**src/hdl/rv32_mini_execute_step_macros.svh**
```systemverilog
// Assertion macros shared by the execute step RTL.
`ifndef RV32_MINI_EXECUTE_STEP_MACROS_SVH
`define RV32_MINI_EXECUTE_STEP_MACROS_SVH

// Check a condition in the same cycle as its trigger.
`define RVX_ASSERT_NOW(label, ante, cons, msg) \
  label: assert property (@(posedge clk) disable iff (!rst_n) (ante) |-> (cons)) \
    else $error(msg);

// Check a condition in the cycle after its trigger.
`define RVX_ASSERT_NEXT(label, ante, cons, msg) \
  label: assert property (@(posedge clk) disable iff (!rst_n) (ante) |=> (cons)) \
    else $error(msg);

`endif

```
**src/hdl/rvx_pkg.sv**
```systemverilog
// Package with widths, opcodes, structs and immediate helpers of the execute step.
package rvx_pkg;

  localparam int XLEN       = 32;
  localparam int REG_COUNT  = 32;
  localparam int REG_IDX_W  = 5;
  localparam int CAUSE_W    = 4;
  localparam int CFG_ADDR_W = 3;

  localparam logic [XLEN-1:0] RESET_VECTOR = 32'h8000_0000;
  localparam logic [XLEN-1:0] UPPER_MASK   = 32'hffff_f000;
  localparam logic [XLEN-1:0] PC_STEP      = 32'd4;

  localparam logic [6:0] OP_ADDI = 7'h13;
  localparam logic [6:0] OP_ADD  = 7'h33;
  localparam logic [6:0] OP_LUI  = 7'h37;
  localparam logic [6:0] OP_JAL  = 7'h6f;

  localparam logic [2:0] F3_ADD = 3'd0;
  localparam logic [6:0] F7_ADD = 7'd0;

  localparam logic [CAUSE_W-1:0] CAUSE_NONE    = 4'd0;
  localparam logic [CAUSE_W-1:0] CAUSE_ILLEGAL = 4'd2;

  // Register index on the configuration port (paddr bits above the byte offset)
  localparam logic [CFG_ADDR_W-3:0] CFG_REG_START = '0;

  typedef struct packed {
    logic                 en;
    logic [REG_IDX_W-1:0] idx1;
    logic [REG_IDX_W-1:0] idx2;
  } rf_rd_t;

  typedef struct packed {
    logic [XLEN-1:0] d1;
    logic [XLEN-1:0] d2;
  } rf_data_t;

  typedef struct packed {
    logic                 en;
    logic [REG_IDX_W-1:0] idx;
    logic [XLEN-1:0]      data;
  } rf_wr_t;

  typedef struct packed {
    logic            load;
    logic [XLEN-1:0] value;
  } pc_load_t;

  typedef struct packed {
    logic fire;
    logic legal;
  } exec_stat_t;

  function automatic logic [XLEN-1:0] imm_i(input logic [XLEN-1:0] w);
    return {{20{w[31]}}, w[31:20]};
  endfunction

  function automatic logic [XLEN-1:0] imm_j(input logic [XLEN-1:0] w);
    return {{12{w[31]}}, w[19:12], w[20], w[30:21], 1'b0};
  endfunction

endpackage

```
**src/hdl/rvx_instr_if.sv**
```systemverilog
// Instruction request channel: valid, ready and the instruction word.
interface rvx_instr_if import rvx_pkg::*; ();
  logic            valid;
  logic            ready;
  logic [XLEN-1:0] instruction;

  modport source (output valid, output instruction, input ready);
  modport sink   (input valid, input instruction, output ready);
endinterface

```
**src/hdl/rvx_result_if.sv**
```systemverilog
// Result channel: valid, ready and the fields of one executed instruction.
interface rvx_result_if import rvx_pkg::*; ();
  logic                 valid;
  logic                 ready;
  logic [XLEN-1:0]      executed_address;
  logic [XLEN-1:0]      fetch_address;
  logic                 write_enable;
  logic [REG_IDX_W-1:0] dest_index;
  logic [XLEN-1:0]      write_value;
  logic                 trap_taken;
  logic [CAUSE_W-1:0]   trap_cause;
  logic [XLEN-1:0]      trap_value;

  modport source (output valid, output executed_address, output fetch_address,
                  output write_enable, output dest_index, output write_value,
                  output trap_taken, output trap_cause, output trap_value,
                  input ready);
  modport sink   (input valid, input executed_address, input fetch_address,
                  input write_enable, input dest_index, input write_value,
                  input trap_taken, input trap_cause, input trap_value,
                  output ready);
endinterface

```
**src/hdl/rvx_regfile.sv**
```systemverilog
// Register file: synchronous memory, one write and two registered read ports.
module rvx_regfile import rvx_pkg::*; (
  input  logic     clk,
  input  logic     rst_n,
  input  rf_rd_t   rd_req,
  input  rf_wr_t   wr_req,
  output rf_data_t rd_data
);

  logic [XLEN-1:0]      mem [REG_COUNT];
  logic [REG_COUNT-1:0] valid_r;
  logic [XLEN-1:0]      q1_r, q2_r;
  logic                 v1_r, v2_r;

  always_ff @(posedge clk) begin
    if (wr_req.en) begin
      mem[wr_req.idx] <= wr_req.data;
    end
  end

  // Entries never written read as zero; entry 0 is never written
  always_ff @(posedge clk) begin
    if (!rst_n) begin
      valid_r <= '0;
    end else if (wr_req.en) begin
      valid_r[wr_req.idx] <= 1'b1;
    end
  end

  always_ff @(posedge clk) begin
    if (rd_req.en) begin
      q1_r <= mem[rd_req.idx1];
      q2_r <= mem[rd_req.idx2];
      v1_r <= valid_r[rd_req.idx1];
      v2_r <= valid_r[rd_req.idx2];
    end
  end

  assign rd_data.d1 = v1_r ? q1_r : '0;
  assign rd_data.d2 = v2_r ? q2_r : '0;

endmodule

```
**src/hdl/rvx_exec_stage.sv**
```systemverilog
// Execute stage: decode, operand bypass, ALU, program counter and result register.
module rvx_exec_stage import rvx_pkg::*; (
  input  logic               clk,
  input  logic               rst_n,
  rvx_instr_if.sink          in_req,
  rvx_result_if.source       out_res,
  input  pc_load_t           pc_load,
  input  rf_data_t           rd_data,
  output rf_rd_t             rd_req,
  output rf_wr_t             wr_req,
  output exec_stat_t         stat
);

  logic                 s1_valid_r;
  logic [XLEN-1:0]      s1_instr_r;
  logic                 fwd1_r, fwd2_r;
  logic [XLEN-1:0]      fwd_val_r;
  logic [XLEN-1:0]      pc_r;

  logic                 out_valid_r;
  logic [XLEN-1:0]      out_exec_r, out_fetch_r, out_wval_r, out_tval_r;
  logic                 out_we_r, out_trap_r;
  logic [REG_IDX_W-1:0] out_dest_r;
  logic [CAUSE_W-1:0]   out_cause_r;

  logic                 s1_fire, accept;
  logic [6:0]           opcode;
  logic [2:0]           funct3;
  logic [6:0]           funct7;
  logic [REG_IDX_W-1:0] rd_idx;
  logic [XLEN-1:0]      op_a, op_b, pc_inc, value, next_pc;
  logic                 legal, we;

  assign s1_fire   = s1_valid_r && (!out_valid_r || out_res.ready);
  assign in_req.ready = !s1_valid_r || s1_fire;
  assign accept    = in_req.valid && in_req.ready;

  // Issue the operand reads as the request enters
  assign rd_req.en   = accept;
  assign rd_req.idx1 = in_req.instruction[19:15];
  assign rd_req.idx2 = in_req.instruction[24:20];

  assign opcode = s1_instr_r[6:0];
  assign funct3 = s1_instr_r[14:12];
  assign funct7 = s1_instr_r[31:25];
  assign rd_idx = s1_instr_r[11:7];

  // The memory read overlaps the write of the request ahead: take its value instead
  assign op_a   = fwd1_r ? fwd_val_r : rd_data.d1;
  assign op_b   = fwd2_r ? fwd_val_r : rd_data.d2;
  assign pc_inc = pc_r + PC_STEP;

  always_comb begin
    legal   = 1'b1;
    value   = '0;
    next_pc = pc_inc;
    case (opcode)
      OP_ADDI: begin
        legal = (funct3 == F3_ADD);
        value = op_a + imm_i(s1_instr_r);
      end
      OP_ADD: begin
        legal = (funct3 == F3_ADD) && (funct7 == F7_ADD);
        value = op_a + op_b;
      end
      OP_LUI: begin
        value = s1_instr_r & UPPER_MASK;
      end
      OP_JAL: begin
        value   = pc_inc;
        next_pc = pc_r + imm_j(s1_instr_r);
      end
      default: begin
        legal = 1'b0;
      end
    endcase
  end

  assign we = legal && (rd_idx != '0);

  assign wr_req.en   = s1_fire && we;
  assign wr_req.idx  = rd_idx;
  assign wr_req.data = value;

  assign stat.fire  = s1_fire;
  assign stat.legal = legal;

  always_ff @(posedge clk) begin
    if (!rst_n) begin
      s1_valid_r <= 1'b0;
    end else if (accept) begin
      s1_valid_r <= 1'b1;
    end else if (s1_fire) begin
      s1_valid_r <= 1'b0;
    end
  end

  always_ff @(posedge clk) begin
    if (accept) begin
      s1_instr_r <= in_req.instruction;
      fwd1_r     <= wr_req.en && (wr_req.idx == rd_req.idx1);
      fwd2_r     <= wr_req.en && (wr_req.idx == rd_req.idx2);
      fwd_val_r  <= value;
    end
  end

  always_ff @(posedge clk) begin
    if (!rst_n) begin
      pc_r <= RESET_VECTOR;
    end else if (pc_load.load) begin
      pc_r <= pc_load.value;
    end else if (s1_fire && legal) begin
      pc_r <= next_pc;
    end
  end

  always_ff @(posedge clk) begin
    if (!rst_n) begin
      out_valid_r <= 1'b0;
    end else if (s1_fire) begin
      out_valid_r <= 1'b1;
    end else if (out_res.ready) begin
      out_valid_r <= 1'b0;
    end
  end

  always_ff @(posedge clk) begin
    if (s1_fire) begin
      out_exec_r  <= pc_r;
      out_fetch_r <= legal ? next_pc : pc_r;
      out_we_r    <= we;
      out_dest_r  <= rd_idx;
      out_wval_r  <= legal ? value : '0;
      out_trap_r  <= !legal;
      out_cause_r <= legal ? CAUSE_NONE : CAUSE_ILLEGAL;
      out_tval_r  <= legal ? '0 : s1_instr_r;
    end
  end

  assign out_res.valid            = out_valid_r;
  assign out_res.executed_address = out_exec_r;
  assign out_res.fetch_address    = out_fetch_r;
  assign out_res.write_enable     = out_we_r;
  assign out_res.dest_index       = out_dest_r;
  assign out_res.write_value      = out_wval_r;
  assign out_res.trap_taken       = out_trap_r;
  assign out_res.trap_cause       = out_cause_r;
  assign out_res.trap_value       = out_tval_r;

endmodule

```
**src/hdl/rv32_mini_execute_step.sv**
```systemverilog
// Top level of the RV32I subset execute step: APB register, register file, execute stage.
//
//   channel  | direction | handshake              | carries
//   ---------+-----------+------------------------+-------------------------------------
//   in_req   | in        | valid / ready          | instruction word at the current pc
//   out_res  | out       | valid / ready          | pc, next fetch, register write, trap
//   apb      | in        | psel, penable, pready  | start_address at byte address 0
//
// A request is read from the register file on acceptance and executed in the next
// cycle; its result is then captured by the output register, and one request is
// accepted every cycle while the output side keeps up.
// The register-file memory has a single write port and a registered read;
// a write landing in the same cycle as the next read is bypassed to that request.
// Reset (rst_n, synchronous) empties the stages, clears the register file valid bits,
// loads pc and start_address with RESET_VECTOR; a stalled output holds and backs up in_req.
module rv32_mini_execute_step import rvx_pkg::*; (
  input  logic                  clk,
  input  logic                  rst_n,
  rvx_instr_if.sink             in_req,
  rvx_result_if.source          out_res,
  input  logic                  psel,
  input  logic                  penable,
  input  logic                  pwrite,
  input  logic [CFG_ADDR_W-1:0] paddr,
  input  logic [XLEN-1:0]       pwdata,
  output logic [XLEN-1:0]       prdata,
  output logic                  pready
);

`include "rv32_mini_execute_step_macros.svh"

  logic [XLEN-1:0] start_r;
  logic            cfg_wr, start_hit;
  logic            trap_held;
  pc_load_t        pc_load;
  rf_rd_t          rd_req;
  rf_wr_t          wr_req;
  rf_data_t        rd_data;
  exec_stat_t      stat;

  // Configuration port: no wait states
  assign pready    = 1'b1;
  assign cfg_wr    = psel && penable && pwrite && pready;
  assign start_hit = (paddr[CFG_ADDR_W-1:2] == CFG_REG_START);
  assign prdata    = start_hit ? start_r : '0;

  always_ff @(posedge clk) begin
    if (!rst_n) begin
      start_r <= RESET_VECTOR;
    end else if (cfg_wr && start_hit) begin
      start_r <= pwdata;
    end
  end

  // Writing start_address also redirects the next fetch
  assign pc_load.load  = cfg_wr && start_hit;
  assign pc_load.value = pwdata;

  rvx_regfile u_regfile (
    .clk     (clk),
    .rst_n   (rst_n),
    .rd_req  (rd_req),
    .wr_req  (wr_req),
    .rd_data (rd_data)
  );

  rvx_exec_stage u_exec (
    .clk     (clk),
    .rst_n   (rst_n),
    .in_req  (in_req),
    .out_res (out_res),
    .pc_load (pc_load),
    .rd_data (rd_data),
    .rd_req  (rd_req),
    .wr_req  (wr_req),
    .stat    (stat)
  );

  // A trapped result shows no write and a fetch address equal to its own pc
  assign trap_held = !out_res.write_enable &&
                     (out_res.fetch_address == out_res.executed_address);

  // x0 stays zero: the file is never written at index 0
  `RVX_ASSERT_NOW(a_no_x0_write, wr_req.en, wr_req.idx != '0, "write to x0")
  // Register writes only happen as a legal request leaves the execute stage
  `RVX_ASSERT_NOW(a_write_on_fire, wr_req.en, stat.fire && stat.legal, "stray write")
  // A finished request always shows up in the output register
  `RVX_ASSERT_NEXT(a_fire_to_out, stat.fire, out_res.valid, "result lost")
  // A trap leaves the pc and the register file alone
  `RVX_ASSERT_NOW(a_trap_no_effect, out_res.valid && out_res.trap_taken, trap_held, "trap changed state")

endmodule
```
**src/flat_wrapper.sv**
```systemverilog
// flat-port wrapper written by rule: the top's interface ports become plain ports
module rv32_mini_execute_step_flat import rvx_pkg::*;
  (clk, rst_n, psel, penable, pwrite, paddr, pwdata, prdata, pready, in_req_valid, in_req_instruction, in_req_ready, out_res_valid, out_res_executed_address, out_res_fetch_address, out_res_write_enable, out_res_dest_index, out_res_write_value, out_res_trap_taken, out_res_trap_cause, out_res_trap_value, out_res_ready);
  rvx_instr_if in_req_i ();
  rvx_result_if out_res_i ();
  input  logic clk;
  input  logic rst_n;
  input  logic psel;
  input  logic penable;
  input  logic pwrite;
  input  logic [CFG_ADDR_W-1:0] paddr;
  input  logic [XLEN-1:0] pwdata;
  output logic [XLEN-1:0] prdata;
  output logic pready;
  input wire logic [$bits(in_req_i.valid)-1:0] in_req_valid;
  input wire logic [$bits(in_req_i.instruction)-1:0] in_req_instruction;
  output wire logic [$bits(in_req_i.ready)-1:0] in_req_ready;
  output wire logic [$bits(out_res_i.valid)-1:0] out_res_valid;
  output wire logic [$bits(out_res_i.executed_address)-1:0] out_res_executed_address;
  output wire logic [$bits(out_res_i.fetch_address)-1:0] out_res_fetch_address;
  output wire logic [$bits(out_res_i.write_enable)-1:0] out_res_write_enable;
  output wire logic [$bits(out_res_i.dest_index)-1:0] out_res_dest_index;
  output wire logic [$bits(out_res_i.write_value)-1:0] out_res_write_value;
  output wire logic [$bits(out_res_i.trap_taken)-1:0] out_res_trap_taken;
  output wire logic [$bits(out_res_i.trap_cause)-1:0] out_res_trap_cause;
  output wire logic [$bits(out_res_i.trap_value)-1:0] out_res_trap_value;
  input wire logic [$bits(out_res_i.ready)-1:0] out_res_ready;
  assign in_req_i.valid = in_req_valid;
  assign in_req_i.instruction = in_req_instruction;
  assign in_req_ready = in_req_i.ready;
  assign out_res_valid = out_res_i.valid;
  assign out_res_executed_address = out_res_i.executed_address;
  assign out_res_fetch_address = out_res_i.fetch_address;
  assign out_res_write_enable = out_res_i.write_enable;
  assign out_res_dest_index = out_res_i.dest_index;
  assign out_res_write_value = out_res_i.write_value;
  assign out_res_trap_taken = out_res_i.trap_taken;
  assign out_res_trap_cause = out_res_i.trap_cause;
  assign out_res_trap_value = out_res_i.trap_value;
  assign out_res_i.ready = out_res_ready;
  rv32_mini_execute_step u_core (.clk(clk), .rst_n(rst_n), .in_req(in_req_i), .out_res(out_res_i), .psel(psel), .penable(penable), .pwrite(pwrite), .paddr(paddr), .pwdata(pwdata), .prdata(prdata), .pready(pready));
endmodule
```
**config.mk**
```make
export PLATFORM = sky130hd
export DESIGN_NAME = rv32_mini_execute_step_flat
export DESIGN_NICKNAME = d
export VERILOG_FILES = /design/src/hdl/rvx_pkg.sv /design/src/hdl/rvx_instr_if.sv /design/src/hdl/rvx_result_if.sv /design/src/hdl/rvx_regfile.sv /design/src/hdl/rvx_exec_stage.sv /design/src/hdl/rv32_mini_execute_step.sv /design/src/flat_wrapper.sv
export VERILOG_INCLUDE_DIRS = /design/src /design/src/hdl
export SDC_FILE = /design/constraint.sdc
export NUM_CORES = 2
export LEC_CHECK = 0
export BUFFER_PORTS_ARGS = -buffer_cell sky130_fd_sc_hd__buf_4
export CORE_UTILIZATION = 45
export DETAILED_ROUTE_END_ITERATION = 6
export HOLD_SLACK_MARGIN = 0.12
export SYNTH_ARGS = -nofsm -noshare
export SYNTH_HDL_FRONTEND = slang
export SYNTH_SLANG_ARGS = --single-unit
```
**constraint.sdc**
```tcl
create_clock -name clk -period 5.55 [get_ports clk]
set_input_delay 0.2775 -clock clk [delete_from_list [all_inputs] [get_ports clk]]
set_output_delay 0.2775 -clock clk [all_outputs]
set_load 0.01 [all_outputs]
```
# Word-level counts from Yosys, hierarchy flattened
# Memory sizes are Yosys's and may differ from the RTL's. A register that Yosys moved wholly into a read port is not among the register bits.
# Index checks and enable logic that the tools add are counted.
[classes] n_eq_ne=6 n_addsub=4 reduce_logical=24 shift=0 n_lt_le_gt_ge=4 bitwise_logic=2 mux=24 div=0 mul=0
[ops] op="32-bit 2-to-1 mux" count=9
[ops] op="32-bit case mux with 4 select lines" count=1
[ops] op="32-bit adder" count=3
[ops] op="32-bit by 3-bit adder with 32-bit output (second input constant)" count=1
[ops] op="32-bit OR" count=1
[ops] op="5-bit by 6-bit less-than comparator with 1-bit output (second input constant)" count=3
[ops] op="7-bit by 6-bit equality test with 1-bit output (second input constant)" count=2
[ops] op="1-bit logical AND" count=12
[ops] op="1-bit binary-select mux with 5-bit select" count=2
[ops] op="5-bit equality test" count=2
[ops] op="1-bit 2-to-1 mux" count=9
[ops] op="7-bit by 5-bit equality test with 1-bit output (second input constant)" count=1
[ops] op="7-bit equality test (second input constant)" count=1
[ops] op="7-bit logical NOT" count=1
[ops] op="2-bit nonzero test" count=3
[ops] op="1-bit demux with 5-bit select" count=1
[ops] op="5-bit by 1-bit >= comparator with 1-bit output (second input constant)" count=1
[ops] op="5-bit nonzero test" count=1
[ops] op="1-bit logical NOT" count=3
[ops] op="3-bit logical NOT" count=1
[ops] op="1-bit case mux with 3 select lines" count=1
[ops] op="1-bit logical OR" count=2
[ops] op="2-bit 2-to-1 mux" count=1
[ops] op="2-bit OR reduction" count=1
[ops] op="1-bit NOT" count=1
[totals] output_inout_bits=174 latchBits=0 memories=1 ramBits=1024 mem_bits_ro=0 reg_bits=305
[mem_list] memory="u_core.u_regfile.mem" depth=32 word_bits=32 read_ports=2 rd_ports_with_merged_regs=2 write_ports=1 line="rvx_regfile.sv:10" rtl="logic [XLEN-1:0] mem [REG_COUNT];"

# Logic depth before layout (Yosys ltp)
[logic_depth] depth_word=7 ltp_mapped=19 ltp_nobuf=18

# Modules after synthesis
# Synthesis repeated with hierarchy kept, for this count alone.
[unflattened] cells_unflattened=5177 hier_area_um2=68139.1
[by_module_without_submodules] mod="rvx_regfile" n_inst=1 cells_per_inst=3601 area_per_inst_um2=52416.5
[by_module_without_submodules] mod="rvx_exec_stage" n_inst=1 cells_per_inst=1399 area_per_inst_um2=14179.8
[by_module_without_submodules] mod="rv32_mini_execute_step" n_inst=1 cells_per_inst=177 area_per_inst_um2=1542.7

# Least setup slack after synthesis
# No wires, ideal clock.
[synth_timing] kind="register to register" from="register u_core.u_exec.out_valid_r, in the netlist u_core.u_exec.out_res.valid" to="memory u_core.u_regfile.mem[12][0], enable pin" setup_time_ns=0.423 setup_slack_ns=-0.295 path_stages_with_launch=8 period_less_slack_ns=5.845 t_arrival_ns=5.423 required_time_ns=5.127 n_path_buf=0 path_cell_list="dfxtp_1 > nor2b_1 > nand2b_1 > inv_1 > nand2_2 > nor2_1 > nand3_1 > nor2_1"
[synth_between] elab_chain_len=6
[synth_lines] element="from (decl)" line="rvx_exec_stage.sv:20" rtl="logic out_valid_r;"
[synth_lines] element="from (signal assigned)" line="rvx_exec_stage.sv:119" rtl="out_valid_r <= 1'b0;"
[synth_lines] element="from (signal assigned)" line="rvx_exec_stage.sv:121" rtl="out_valid_r <= 1'b1;"
[synth_lines] element="from (signal assigned)" line="rvx_exec_stage.sv:123" rtl="out_valid_r <= 1'b0;"
[synth_lines] element="1-bit logical NOT" line="rvx_exec_stage.sv:34" rtl="assign s1_fire = s1_valid_r && (!out_valid_r || out_res.ready);"
[synth_lines] element="1-bit logical OR" line="rvx_exec_stage.sv:34"
[synth_lines] element="1-bit logical AND" line="rvx_exec_stage.sv:34"
[synth_lines] element="net u_core.u_exec.s1_fire" line="rvx_exec_stage.sv:26" rtl="logic s1_fire, accept;"
[synth_lines] element="1-bit logical AND" line="rvx_exec_stage.sv:81" rtl="assign wr_req.en = s1_fire && we;"
[synth_lines] element="1-bit 2-to-1 mux" line="rvx_regfile.sv:16" rtl="if (wr_req.en) begin"
[synth_lines] element="1-bit 2-to-1 mux (not written as such)" line="rvx_regfile.sv:17" rtl="mem[wr_req.idx] <= wr_req.data;"
[synth_lines] element="to (decl)" line="rvx_regfile.sv:10"
# The timed path passes the listed nets, and every way through them passes these cells.

# Worst setup path after layout
[layout_timing] from="register u_core.u_exec.s1_instr_r[3]" to="memory u_core.u_regfile.mem[16][30] (data pin)"
[layout_between] elab_chain_len=2 elab_cells_between_ends=5
[layout_lines] element="from (decl)" line="rvx_exec_stage.sv:15" rtl="logic [XLEN-1:0] s1_instr_r;"
[layout_lines] element="from (signal assigned)" line="rvx_exec_stage.sv:100" rtl="s1_instr_r <= in_req.instruction;"
[layout_lines] element="7-bit equality test (tied with other cells)" line="rvx_exec_stage.sv:57" rtl="case (opcode)"
[layout_lines] element="32-bit case mux with 4 select lines *" line="rvx_exec_stage.sv:57"
[layout_lines] element="net u_core.u_exec.value[30]" line="rvx_exec_stage.sv:31" rtl="logic [XLEN-1:0] op_a, op_b, pc_inc, value, next_pc;"
# Mark *: on every way through the listed nets, which the timed path passes. The rest lies on a longest branch.

==> metrics.csv <==
metric,value,unit
fmax,192.8,MHz
CTS root buf,clkbuf_16,
Post-Synthesis Cell Area,0.06522,sq mm
RSZ-0062 raised after global routing,no,
Final WS setup,0.3630,ns
WP data arrival,5.77,ns
vias in the first global route,38070,
Place WS,0.2989,ns
hold wc startpoint,in_req_instruction[10],
I/O Pins,248,
fin crit period,5.187,ns
Layout Utilization,52.89,%
violated checks,design-rule violations,
clock skew,0.03222,ns
Ys Warns,0,
"Cell Area, Placed",0.07054,sq mm
reg2reg start,u_core.u_exec.s1_instr_r[3],
global-route wire length before repair,275100,um
Slew HR,14.74,%
area of the die,0.1465,sq mm
share of layout cells above drive strength 1,34.27,%
CTS tree,yes,
post-synthesis sequential area ratio,62.40,%
Inserted Clock Buffers,148,
antenna fix cells,0,
GRT Overall Usage,26.52,%
Worst-path clk slew,0.06,ns
sequential share of power,50.3,%
Post-route DRC,96,
final cycle utilization of the critical path,93.46,%
setup TNS,0,ns
most used flip-flop cell after synthesis,edfxtp_1,
P_int,17940,uW
ANT nets after route,0,
drt wl/cell,32.27,um
Initial Util,45.40,%
PortBufs,241,
row count,139,
Lkg Pwr,0.02650,uW
worst setup path start,u_core.u_exec.s1_instr_r[3],
Worst-Margin Slew,1.279,ns
Max-cap violations,0,
CP Max Fanout,29,
Clock Sinks,1388,
largest net degree at the start of global routing,120,
VDD IR-drop max,0.3569,mV
status,finished with violations,
initial antenna violation count,4,
Post-Syn Area per Cell,18.00,sq um
min-delay worst type,input pin to flip-flop,
"most common cell after layout, fill and taps aside",edfxtp_1,
sw frac,22.33,%
#FFs+latches synth,1388,
highest-count cells in the layout ignoring fill and taps,"edfxtp_1 (1290), mux4_2 (660), buf_4 (339), nand2_1 (175), clkbuf_16 (155)",
DRT iter0 DRCs,4198,
Final HPWL DP,119100,um
Syn Inst Count,3623,
NumNets Final,4133,
drt pass-1 iters,7,
CTS HTree Levels,4,
Post-Route WL,194200,um
clk buf depth,3,
"Hold Vio Cnt, Final",0,
Clock Power Share,42.2,%
Psw,5159,uW
R2R depth,17,
post-route cell area,0.07598,sq mm
DR vias,38317,
Crit path required time,6.13,ns
Post-synth EDFFs,1290,
Post-CTS Setup Bufs,0,
Core Area,0.1437,sq mm
Overflow after GRT,0,
via density per instance,6.368,
Critical Path Start Type,flip-flop,
area delta synth->final,16.50,%
Crit Path Class,flip-flop to flip-flop,
hold path cells,2,
Die Y,382.7,um
Slew Limit Fails,0,
Power Dens Cells,304.0,mW/mm^2
synth unique cells,77,
RePlAce Congestion,0.9167,
critical path capture point type,flip-flop,
die width,382.7,um
Finish-stage setup viols,0,
Post-synth ARST share,0,%
Comb power frac,7.6,%
Worst-Skew Late Latency,0.79,ns
critical path: stages (launching register included):
cell,delay [ns]
edfxtp_1,0.40
or3b_1,0.48
nor3_2,0.27
nand2_2,0.26
o21ai_0,0.24
ha_1,0.21
inv_1,0.07
fa_1,0.45
nor2b_1,0.15
o31ai_1,0.10
a211oi_1,0.28
o21a_1,0.31
a31oi_2,0.19
nor4b_1,0.34
nor2_1,0.18
or4_1,0.49
nand3_1,0.22
buf_4,0.33
power by group through the flow:
stage	registers, uW	clock network [uW]	logic [uW]
6_report	11600	9740	1750
3_5_place_dp	11800	0	1720
2_1_floorplan	11800	0	1140
3_3_place_gp	11800	0	1720
5_1_grt	11600	10200	1860
4_1_cts	11600	9870	1760
flip-flops by register name (all words and copies together) (netlist names), 5 cells and up:
register,flops
u_core.u_exec.fwd_val_r,32
u_core.u_exec.s1_instr_r,32
u_core.u_regfile.mem,1024
u_core.u_exec.pc_r,32
u_core.u_exec.out_res.dest_index,5
u_core.start_r,32
u_core.u_regfile.q1_r,32
u_core.u_regfile.valid_r,32
u_core.u_exec.out_res.write_value,32
u_core.u_exec.out_res.fetch_address,31
u_core.u_regfile.q2_r,32
u_core.u_exec.out_res.trap_value,32
u_core.u_exec.out_res.executed_address,32
routing by layer:
| metal | vias to the layer above | track usage [%] | routed length, um |
|---|---|---|---|
| li1 | 15860 | - | - |
| met1 | 20387 | 35.65 | 76550 |
| met2 | 1753 | 43.88 | 95630 |
| met3 | 317 | 4.047 | 14940 |
| met4 | 0 | 9.726 | 7051 |
| met5 | - | 0 | 0 |
layout make-up:
cell class | instances | area, sq um
inverter | 23 | 90.09
fill | 11422 | 67670
tap | 1903 | 2381
sequential | 1388 | 40700
multi-input combinational | 1980 | 23910
clock inverter | 77 | 680.7
timing repair buffer | 454 | 4139
clock buffer | 192 | 4088
per-stage QoR:
step	cells	hold WS [ns]	power, uW
2_1_floorplan	3657	0.3764	12920
3_3_place_gp	5681	0.4456	13540
3_5_place_dp	5681	0.4508	13540
4_1_cts	6017	0.1581	23240
5_1_grt	6017	0.1878	23720
6_report	6017	0.2049	23100
synthesized netlist by cell type (38+ instances only):
library cell,n,area share (%)
o21ai_0,94,0.72
mux2_2,67,1.2
ha_1,62,1.2
nand2_1,176,1.0
mux4_2,660,23
a21o_1,40,0.46
dfxtp_1,98,3.0
nor2_1,146,0.84
nor2b_1,45,0.43
nand3_1,38,0.29
clkbuf_1,193,1.1
o21a_1,41,0.47
a21boi_0,42,0.48
xnor2_1,57,0.77
buf_1,57,0.33
and3_1,42,0.40
edfxtp_1,1290,59
a21oi_1,79,0.61
logic make-up (layout without fill, tap and decap cells):
kind of cell / Yosys count / count (layout) / synth area share (%)
fa+ha+maj: 64 / 64 / 1.251
flops: 1388 / 1388 / 62.40
compound gates: 490 / 490 / 5.164
simple gates: 566 / 566 / 4.197
other cells: 2 / 36 / 0.01151
xor+xnor: 93 / 93 / 1.249
mux: 731 / 731 / 24.01
buf+inv: 289 / 746 / 1.721
worst paths after layout:
path                                                     end  slack, ns
worst max-delay path            u_core.u_regfile.mem[16][30]       0.36
worst min-delay path            u_core.u_exec.s1_instr_r[10]       0.20
worst max register to register  u_core.u_regfile.mem[16][30]       0.36
worst min register to register            u_core.start_r[30]       0.46
what timing repair did:
item / in CTS / in global routing
hold buffers: 67 / 0
resized for setup: 0 / 1
setup endpoints to repair: 0 / 108
hold endpoints to repair: 103 / 0
(Power assumes the default switching activity.)
